==> config.mk <==
export PLATFORM = sky130hd
export DESIGN_NAME = programmable_fsm_with_reachability
export DESIGN_NICKNAME = d
export VERILOG_FILES = /design/src/hw/rtl/pfsm_pkg.sv /design/src/hw/rtl/programmable_fsm_with_reachability.sv /design/src/hw/rtl/pfsm_ctrl.sv /design/src/hw/rtl/pfsm_dp.sv
export SDC_FILE = /design/constraint.sdc
export NUM_CORES = 1
export LEC_CHECK = 0
export ABC_AREA = 1
export BUFFER_PORTS_ARGS = -buffer_cell sky130_fd_sc_hd__clkbuf_2
export CAP_MARGIN = 20
export CORE_ASPECT_RATIO = 1.4
export CORE_MARGIN = 2
export CORE_UTILIZATION = 45
export DETAILED_ROUTE_END_ITERATION = 10
export MAX_ROUTING_LAYER = met4
export PLACE_DENSITY = 0.67
export SYNTH_ARGS = -nofsm -noshare
export SYNTH_HDL_FRONTEND = slang
export SYNTH_SLANG_ARGS = --single-unit
export TNS_END_PERCENT = 50
==> constraint.sdc <==
create_clock -name i_clk -period 2.6 [get_ports i_clk]
set_input_delay 0.65 -clock i_clk [delete_from_list [all_inputs] [get_ports i_clk]]
set_output_delay 0.65 -clock i_clk [all_outputs]
set_load 0.02 [all_outputs]
==> src/hw/rtl/pfsm_pkg.sv <==
// Shared types, codes and reset tables of the programmable state machine.
`timescale 1ns / 1ps
`default_nettype none

package pfsm_pkg;

    localparam int STATE_COUNT_DEF = 8;
    localparam int KIND_W          = 3;
    localparam int TARGET_W        = 3;
    localparam int MASK_W          = 8;

    typedef enum logic [KIND_W-1:0] {
        KIND_STEP0    = 3'd0,
        KIND_STEP1    = 3'd1,
        KIND_SET0     = 3'd2,
        KIND_SET1     = 3'd3,
        KIND_QUERY    = 3'd4,
        KIND_DEL_ALL  = 3'd5,
        KIND_DEL_NAME = 3'd6,
        KIND_NOP      = 3'd7
    } t_kind;

    // Reset edge targets for the first eight states; pfsm_dp makes states from eight upward self loop.
    localparam int RESET_ZERO [16] = '{2, 7, 5, 0, 6, 3, 7, 4, 0, 0, 0, 0, 0, 0, 0, 0};
    localparam int RESET_ONE  [16] = '{1, 6, 4, 1, 2, 5, 5, 0, 0, 0, 0, 0, 0, 0, 0, 0};

    typedef struct packed {
        logic apply;
        logic round;
        logic finish;
    } t_cmd;

endpackage

`default_nettype wire

==> src/hw/rtl/programmable_fsm_with_reachability.sv <==
// Top level of the programmable state machine with reachability-based garbage collection.
//
//   channel   handshake               payload
//   -------   ---------------------   ----------------------------------------------
//   command   start / busy            i_kind, i_target
//   result    o_valid (1-cycle pulse) o_now_state, o_garbage_mask, o_deleted_mask,
//                                     o_delete_done
//
// A command beat is taken on an edge with start high and busy low. The next beat
// is taken only after the last has passed through an apply state (step or edge
// rewrite), STATE_COUNT - 1 closure rounds over both edge tables, a finish state
// that applies deletions, and the idle state that carries the result and takes
// the next beat. The result pulses on o_valid in the cycle after finish, when
// busy is already low again, so the next beat may be issued in that same cycle.
// Reset is synchronous and active low; it returns to state B with the initial
// tables and no deleted marks. The receiver cannot stall: capture each result in
// its strobe cycle.
`timescale 1ns / 1ps
`default_nettype none

module programmable_fsm_with_reachability
    import pfsm_pkg::*;
#(
    parameter int STATE_COUNT = STATE_COUNT_DEF
) (
    input  wire logic                i_clk,
    input  wire logic                i_rst_n,
    input  wire logic                start,
    output logic                     busy,
    input  wire logic [KIND_W-1:0]   i_kind,
    input  wire logic [TARGET_W-1:0] i_target,
    output logic                     o_valid,
    output logic [2:0]               o_now_state,
    output logic [MASK_W-1:0]        o_garbage_mask,
    output logic [MASK_W-1:0]        o_deleted_mask,
    output logic                     o_delete_done
);

    t_cmd w_cmd;
    logic w_accept;

    // Take a command beat only while the sequencer is idle.
    assign w_accept = start & ~busy;

    pfsm_ctrl #(
        .STATE_COUNT(STATE_COUNT)
    ) u_ctrl (
        .i_clk   (i_clk),
        .i_rst_n (i_rst_n),
        .i_start (start),
        .o_cmd   (w_cmd),
        .o_busy  (busy),
        .o_valid (o_valid)
    );

    pfsm_dp #(
        .STATE_COUNT(STATE_COUNT)
    ) u_dp (
        .i_clk          (i_clk),
        .i_rst_n        (i_rst_n),
        .i_load         (w_accept),
        .i_kind         (i_kind),
        .i_target       (i_target),
        .i_cmd          (w_cmd),
        .o_now_state    (o_now_state),
        .o_garbage_mask (o_garbage_mask),
        .o_deleted_mask (o_deleted_mask),
        .o_delete_done  (o_delete_done)
    );

endmodule

`default_nettype wire

==> src/hw/rtl/pfsm_ctrl.sv <==
// Controller: sequences apply, closure rounds and finish for each item.
`timescale 1ns / 1ps
`default_nettype none

module pfsm_ctrl
    import pfsm_pkg::*;
#(
    parameter int STATE_COUNT = STATE_COUNT_DEF
) (
    input  wire logic i_clk,
    input  wire logic i_rst_n,
    input  wire logic i_start,
    output t_cmd      o_cmd,
    output logic      o_busy,
    output logic      o_valid
);

    localparam int CW = $clog2(STATE_COUNT);
    localparam logic [CW-1:0] LastRound = CW'(STATE_COUNT - 2);

    typedef enum logic [1:0] {
        ST_IDLE,
        ST_APPLY,
        ST_CLOSE,
        ST_FINISH
    } t_state;

    t_state        r_state;
    logic [CW-1:0] r_cnt;
    logic          r_valid;

    always_ff @(posedge i_clk) begin
        if (!i_rst_n) begin
            r_state <= ST_IDLE;
            r_cnt   <= '0;
            r_valid <= 1'b0;
        end else begin
            r_valid <= 1'b0;
            unique case (r_state)
                ST_IDLE: begin
                    if (i_start) begin
                        r_state <= ST_APPLY;
                    end
                end
                ST_APPLY: begin
                    r_cnt   <= '0;
                    r_state <= ST_CLOSE;
                end
                ST_CLOSE: begin
                    if (r_cnt == LastRound) begin
                        r_state <= ST_FINISH;
                    end else begin
                        r_cnt <= r_cnt + 1'b1;
                    end
                end
                ST_FINISH: begin
                    r_valid <= 1'b1;
                    r_state <= ST_IDLE;
                end
                default: begin
                    r_state <= ST_IDLE;
                end
            endcase
        end
    end

    assign o_busy       = (r_state != ST_IDLE);
    assign o_valid      = r_valid;
    assign o_cmd.apply  = (r_state == ST_APPLY);
    assign o_cmd.round  = (r_state == ST_CLOSE);
    assign o_cmd.finish = (r_state == ST_FINISH);

`ifndef SYNTHESIS
    a_strobe_after_finish: assert property (@(posedge i_clk) disable iff (!i_rst_n)
        o_valid |-> $past(r_state == ST_FINISH))
        else $error("result strobe without a finish cycle");
    a_accept_to_apply: assert property (@(posedge i_clk) disable iff (!i_rst_n)
        (i_start && !o_busy) |=> (r_state == ST_APPLY))
        else $error("accepted beat did not enter apply");
    a_round_bound: assert property (@(posedge i_clk) disable iff (!i_rst_n)
        (r_state == ST_CLOSE) |-> (r_cnt <= LastRound))
        else $error("closure round counter overran");
    a_one_cmd: assert property (@(posedge i_clk) disable iff (!i_rst_n)
        $onehot0({o_cmd.apply, o_cmd.round, o_cmd.finish}))
        else $error("more than one datapath command");
`endif

endmodule

`default_nettype wire

==> src/hw/rtl/pfsm_dp.sv <==
// Datapath: current state, edge tables, deleted marks, reach closure and result registers.
`timescale 1ns / 1ps
`default_nettype none

module pfsm_dp
    import pfsm_pkg::*;
#(
    parameter int STATE_COUNT = STATE_COUNT_DEF
) (
    input  wire logic                i_clk,
    input  wire logic                i_rst_n,
    input  wire logic                i_load,
    input  wire logic [KIND_W-1:0]   i_kind,
    input  wire logic [TARGET_W-1:0] i_target,
    input  wire t_cmd                i_cmd,
    output logic [2:0]               o_now_state,
    output logic [MASK_W-1:0]        o_garbage_mask,
    output logic [MASK_W-1:0]        o_deleted_mask,
    output logic                     o_delete_done
);

    localparam int IW = $clog2(STATE_COUNT);

    logic [IW-1:0]          w_rst_e0 [STATE_COUNT];
    logic [IW-1:0]          w_rst_e1 [STATE_COUNT];

    for (genvar g = 0; g < STATE_COUNT; g++) begin : g_rst
        localparam int Z = (g < 8) ? (RESET_ZERO[g] % STATE_COUNT) : g;
        localparam int O = (g < 8) ? (RESET_ONE[g] % STATE_COUNT) : g;
        assign w_rst_e0[g] = IW'(Z);
        assign w_rst_e1[g] = IW'(O);
    end

    t_kind                  r_kind;
    logic [TARGET_W-1:0]    r_target;
    logic [IW-1:0]          r_cur;
    logic [IW-1:0]          r_e0 [STATE_COUNT];
    logic [IW-1:0]          r_e1 [STATE_COUNT];
    logic [STATE_COUNT-1:0] r_del;
    logic [STATE_COUNT-1:0] r_reach;

    logic                   w_target_ok;
    logic [IW-1:0]          w_tidx;
    logic [IW-1:0]          n_cur;
    logic [STATE_COUNT-1:0] n_reach;
    logic [STATE_COUNT-1:0] w_garbage;
    logic [STATE_COUNT-1:0] n_del;
    logic                   n_done;

    assign w_target_ok = (32'(r_target) < STATE_COUNT);
    assign w_tidx      = IW'(r_target);

    always_comb begin
        unique case (r_kind)
            KIND_STEP0: n_cur = r_e0[r_cur];
            KIND_STEP1: n_cur = r_e1[r_cur];
            default:    n_cur = r_cur;
        endcase
    end

    // One closure round: every reached state adds both of its successors.
    always_comb begin
        n_reach = r_reach;
        for (int i = 0; i < STATE_COUNT; i++) begin
            if (r_reach[i]) begin
                n_reach[r_e0[i]] = 1'b1;
                n_reach[r_e1[i]] = 1'b1;
            end
        end
    end

    assign w_garbage = ~r_reach & ~r_del;

    always_comb begin
        n_del  = r_del;
        n_done = 1'b0;
        if (r_kind == KIND_DEL_ALL) begin
            n_del  = r_del | w_garbage;
            n_done = |w_garbage;
        end else if (r_kind == KIND_DEL_NAME) begin
            if (w_target_ok && w_garbage[w_tidx]) begin
                n_del[w_tidx] = 1'b1;
                n_done        = 1'b1;
            end
        end
    end

    always_ff @(posedge i_clk) begin
        if (!i_rst_n) begin
            r_cur <= IW'(1 % STATE_COUNT);
            r_e0  <= w_rst_e0;
            r_e1  <= w_rst_e1;
            r_del <= '0;
        end else begin
            if (i_cmd.apply) begin
                r_cur <= n_cur;
                if (w_target_ok && (r_kind == KIND_SET0)) begin
                    r_e0[r_cur] <= w_tidx;
                end
                if (w_target_ok && (r_kind == KIND_SET1)) begin
                    r_e1[r_cur] <= w_tidx;
                end
            end
            if (i_cmd.finish) begin
                r_del <= n_del;
            end
        end
    end

    always_ff @(posedge i_clk) begin
        if (i_load) begin
            r_kind   <= t_kind'(i_kind);
            r_target <= i_target;
        end
        if (i_cmd.apply) begin
            r_reach <= STATE_COUNT'(1) << n_cur;
        end else if (i_cmd.round) begin
            r_reach <= n_reach;
        end
        if (i_cmd.finish) begin
            o_now_state    <= 3'(r_cur);
            o_garbage_mask <= MASK_W'(w_garbage);
            o_deleted_mask <= MASK_W'(n_del);
            o_delete_done  <= n_done;
        end
    end

endmodule

`default_nettype wire
# [Word level (Yosys, flattened, before mapping)]
# Cells that the tools add are included.
[totals] inputBits=9 output_inout_bits=22 elab_cells=198 register_bits=99
[classes] bitwise_logic=24 n_reduce_logical=27 add_sub_neg=1 order_cmp=36 n_eq_ne=12 shifts=1 mux=69
[op_table] operator="$or A8 B8 Y8" n=18
[op_table] operator="$mux W8" n=13
[op_table] operator="$lt A3 B4 Y1 const B" n=17
[op_table] operator="$demux W1 S3" n=17
[op_table] operator="$ge A3 B1 Y1 const B" n=17
[op_table] operator="$bwmux W24" n=2
[op_table] operator="$mux W1" n=22
[op_table] operator="$bmux W3 S3" n=2
[op_table] operator="$logic_and A1 B1 Y1" n=18
[op_table] operator="$mux W3" n=6
[op_table] operator="$not A8 Y8" n=2
[op_table] operator="$pmux W3 S2" n=2
[op_table] operator="$demux W3 S3" n=1
[op_table] operator="$eq A3 B3 Y1 const B" n=3
[op_table] operator="$and A8 B8 Y8" n=1
[op_table] operator="$pmux W2 S4" n=1
[op_table] operator="$reduce_and A2 Y1" n=4
[op_table] operator="$reduce_or A8 Y1" n=1
[op_table] operator="$shl A1 B3 Y8 const A" n=1
[op_table] operator="$eq A3 B2 Y1 const B" n=2
[op_table] operator="$ne A2 B2 Y1 const B" n=3
[op_table] operator="$eq A2 B2 Y1 const B" n=2
[op_table] operator="$ge A4 B4 Y1 const B" n=1
[op_table] operator="$lt A4 B1 Y1 const B" n=1
[op_table] operator="other kinds (11)" n=13

# [Logic depth before layout (Yosys ltp)]
[depth] depth_word=30 mapped_depth=15 ltp_nobuf=13

# [Modules after synthesis]
# From an unflattened synthesis, not the netlist that was laid out.
[hier_totals] cells_unflattened=835 hier_area_um2=5896.9
[by_module_without_submodules] mod="pfsm_dp" seq_area_each_um2=2202.1 cells_per_inst=785 instances=1 area_each_um2=5525.3
[by_module_without_submodules] mod="pfsm_ctrl" seq_area_each_um2=120.1 cells_per_inst=48 instances=1 area_each_um2=361.6
[by_module_without_submodules] mod="programmable_fsm_with_reachability" seq_area_each_um2=0.0 cells_per_inst=2 instances=1 area_each_um2=10.0

# [Worst setup path before layout]
# OpenSTA, ideal clock, no wires.
[synth_timing] path_kind="register to register" start="register u_ctrl.r_state[1]" end="register u_dp.r_e1[22] (netlist name)" path_slack_ps=1040 setup_ps=70 required_time_ps=2530 stages_incl_launch_ff=10 arrival_ps=1491 path_cell_list="dfxtp_1 -> inv_1 -> ha_1 -> buf_4 -> inv_2 -> nor2_4 -> nand3_4 -> nor2_4 -> o21ai_0 -> a21oi_1"
[synth_between] elab_chain_len=2
[synth_rtl] item="start: declaration" line="pfsm_ctrl.sv:28" rtl="t_state r_state;"
[synth_rtl] item="start signal: assignment" line="pfsm_ctrl.sv:34" rtl="r_state <= ST_IDLE;"
[synth_rtl] item="start signal: assignment" line="pfsm_ctrl.sv:42" rtl="r_state <= ST_APPLY;"
[synth_rtl] item="start signal: assignment" line="pfsm_ctrl.sv:47" rtl="r_state <= ST_CLOSE;"
[synth_rtl] item="$eq A2 B1 Y1" line="pfsm_ctrl.sv:69" rtl="assign o_cmd.apply = (r_state == ST_APPLY);"
[synth_rtl] item="$reduce_and A2 Y1 (no source line)"
[synth_rtl] item="end signal: assignment" line="pfsm_dp.sv:92" rtl="r_e1 <= w_rst_e1;"
[synth_rtl] item="end signal: indexed assignment" line="pfsm_dp.sv:101" rtl="r_e1[r_cur] <= w_tidx;"
[synth_rtl] item="end: declaration" line="pfsm_dp.sv:38" rtl="logic [IW-1:0] r_e1 [STATE_COUNT];"
# Every way passes these cells.
# A chain may end at the register's enable or synchronous reset.

# [Worst setup path after layout]
# Ends and elaborated chain as after synthesis.

==> run_results.csv <==
group,metric,value,unit
synth,synth_cell_types,33,
clocking,tritoncts,"built",
pwr,p_switching,2.62,mW
sta,finalHoldViolations,0,
global_routing,grt_pass1_vias,5524,
setup_path,path_depth,8,
global_routing,overflow,0,
placed_design,io_buffers,30,
sta,fmax,458,MHz
drt,drtAntennaViolNets,0,
worst_hold_path,hp-class,"in2reg",
synth,synth_nets,860,
synth,synth-seq-area-share,0.391,
outcome,outcome,"complete, no violations",
synth,yosys_warnings,0,
drt,finalWirelength,18000,µm
clocking,clkSlewWorstSetupHoldPaths,0.07,ns
sta,finalCritPeriodShare,0.840,
die,coreArea,12900,µm²
synth,yosysMostFrequentCell,"nand2_1",
synth,netlist_area,5930,µm²
setup_path,criticalPathCategory,"reg2reg",
sta,fin_worst_skew,0.00702,ns
pwr,pwr-share-seq,0.376,
clocking,h-tree-depth,3,
setup_path,critPathMaxFanout,9,
synth,async_flop_share,0,
die,die_x,101,µm
sta,slew_viol_final,0,
synth,synth_flop_cell,"dfxtp_1",
setup_path,cp-start-kind,"flip-flop",
setup_path,required,2.89,ns
placed_design,postPlaceCellArea,6170,µm²
global_routing,grt_pass1_wl,28800,µm
pwr,ir_worst_vdd,710,µV
clocking,cts_buffer_depth,2,
die,dieArea,14100,µm²
worst_hold_path,min_path_cells,1,
synth,synth_top_area_share,0.219,
setup_path,slowest_stage,"ha_1",
drt,viasPerCell,5.73,
setup_path,crit_path_frequent_cell,"nor2_4",
sta,fin_tns_setup,0,ns
cells_and_area,final_cell_area,6460,µm²
setup_path,crit_family,"simple AND/OR/NAND/NOR gates",
setup_path,cp.arrival,2.47,ns
pwr,swShare,0.449,
cells_and_area,antenna_cells,0,
setup_path,reg2reg_depth,8,
cells_and_area,fill_cells,1306,
placed_design,dp_hpwl,13100,µm
clocking,cts_sinks,99,
die,ios,31,
cells_and_area,drive_above_1_share,0.116,
cells_and_area,final_nets,875,
drt,drc,0,
setup_path,cp_slowest_stage_delay,0.42,ns
drt,num_vias,5830,
pwr,clkPwrFrac,0.228,
cells_and_area,utilization,0.502,
sta,setup_viol,0,
synth,synth-seq-cells,99,
drt,drt_iter0_drc,601,
global_routing,antenna_found_initial,0,
clocking,cts_root_buffer,"clkbuf_16",
pwr,leakage,2.78,nW
die,fp-row-count,49,
clocking,hold_buffers,0,
sta,rsz0062_at_grt,"false",
pwr,p_int,3.23,mW
placed_design,place_congestion,0.980,
clocking,cts_setup_buffers,0,
die,die_h,140,µm
sta,relSlewSlack,0.571,
die,initial_core_util,0.461,
synth,synth-edff-count,34,
cells_and_area,instances_no_fill,1017,
synth,synth_cells,844,
sta,max_slew.worst_pin.slew,0.642,ns
pwr,combPwrFrac,0.396,
setup_path,path_buf_inv,2,
synth,synth_area_per_cell,7.03,µm²
pwr,powerDensity,906,nW/µm²
placed_design,dp_cells,1001,
global_routing,gr-usage-all-layers,0.272,
setup_path,cp-end-kind,"flip-flop",
synth,yosys-top-cells-area,"dfxtp_1 22%, edfxtp_1 17%, nand2_1 14%",
run,max-cap-violations,0,
sta,period_minus_slack,2.18,ns
drt,wire_per_inst,17.7,µm
clocking,cts_buffers,9,
drt,drtPass1Iterations,6,
sta,whs,0.461,ns
setup_path,crit_chain,"inv_1 > ha_1 > inv_2 > nor2_4 > nand3_4 > nor2_4 > o21ai_0 > a21oi_1",
synth,synth_area_leader_cell,"dfxtp_1",
clocking,cts_resized,0,
clocking,clk_latency,0.36,ns
global_routing,grt_start_max_net_pins,35,
synth,synth_common_cells,"222 x nand2_1, 84 x inv_1, 83 x nor3_1",
cells_and_area,area_growth,8.88,%
[power groups by stage]
stage | clock (mW) | sequential, mW | combinational, mW
CTS | 1.35 | 2.19 | 2.28
detailed placement | 0 | 2.22 | 2.27
global route | 1.40 | 2.22 | 2.56
global placement | 0 | 2.22 | 2.26
finish | 1.33 | 2.20 | 2.32
floorplan | 0 | 2.13 | 1.64
[routing by layer]
layer	global-route usage	part of all wire	vias to the layer above
met4	0.181	0.066	0
met2	0.408	0.46	251
met5	-	0	-
li1	-	-	2875
met3	0.0512	0.065	64
met1	0.328	0.41	2640
[through the flow]
step	setup slack (ns)	total power [mW]
after floorplan	1.04	3.77
after global placement	0.478	4.49
after detailed placement	0.448	4.49
after CTS	0.447	5.81
after global routing	0.272	6.18
final	0.416	5.85
[path summary, 6_finish.rpt]
check,startpoint,end,slack [ns]
hold / removal,i_kind[1],u_dp.r_kind[1]$_DFFE_PP_,0.46
setup reg to reg,u_ctrl.r_state[1]$_SDFFE_PN0P_,u_dp.r_e1[22]$_SDFFE_PN0P_,0.42
setup / recovery,u_ctrl.r_state[1]$_SDFFE_PN0P_,u_dp.r_e1[22]$_SDFFE_PN0P_,0.42
hold reg to reg,u_ctrl.r_cnt[2]$_SDFFE_PN0P_,u_ctrl.r_cnt[2]$_SDFFE_PN0P_,0.49
[worst reg2reg max path: cells and delay by family, from the launching register on]
kind / cells / cell delay (ns)
buffers and inverters: 2 / 0.31
flip-flops: 1 / 0.33
adder cells (fa/ha/maj): 1 / 0.42
AO/OA/AOI/OAI: 2 / 0.30
AND/OR/NAND/NOR: 3 / 0.75
[area by class of cell]
class                           count  area [µm²]  area share
Tap cell                          153         191      0.0296
Timing Repair Buffer               41         245      0.0380
Sequential cell                    99        2320       0.359
Clock buffer                       10         229      0.0354
Inverter                           94         355      0.0550
Clock inverter                      6        57.6     0.00891
Multi-Input combinational cell    614        3060       0.474
[state kept, by name, summed over array words and instances, names as in the netlist]
name	flops
u_dp.r_del	8
u_dp.o_deleted_mask	8
u_dp.r_kind	3
u_dp.r_target	3
u_dp.r_e1	24
u_dp.r_cur	3
u_dp.o_garbage_mask	8
u_ctrl.r_cnt	3
u_ctrl.o_valid	1
u_dp.o_delete_done	1
u_dp.r_e0	24
u_dp.r_reach	8
u_ctrl.r_state	2
u_dp.o_now_state	3
[logic make-up after synthesis]
family,synth area share
AO/OA/AOI/OAI,0.163
adder cells (fa/ha/maj),0.0148
buffers and inverters,0.0930
AND/OR/NAND/NOR,0.338
flip-flops,0.391
[cell usage in the layout (no fill, tap or decap), drive strengths merged]
cell,synthesis,final
o21ai,83,83
ha,7,7
a211oi,2,2
o22ai,3,3
buf,18,11
nand3b,2,2
nand2,224,224
o211ai,23,23
inv,93,96
nand3,69,69
clkinv,1,4
a311oi,1,1
edfxtp,34,34
dfxtp,65,65
nor3,85,85
o21bai,2,2
or2,7,7
nor2,35,35
a21oi,64,64
clkbuf,19,40
nor4,1,1
nand4,6,6
Power figures use the tool's default switching activity.
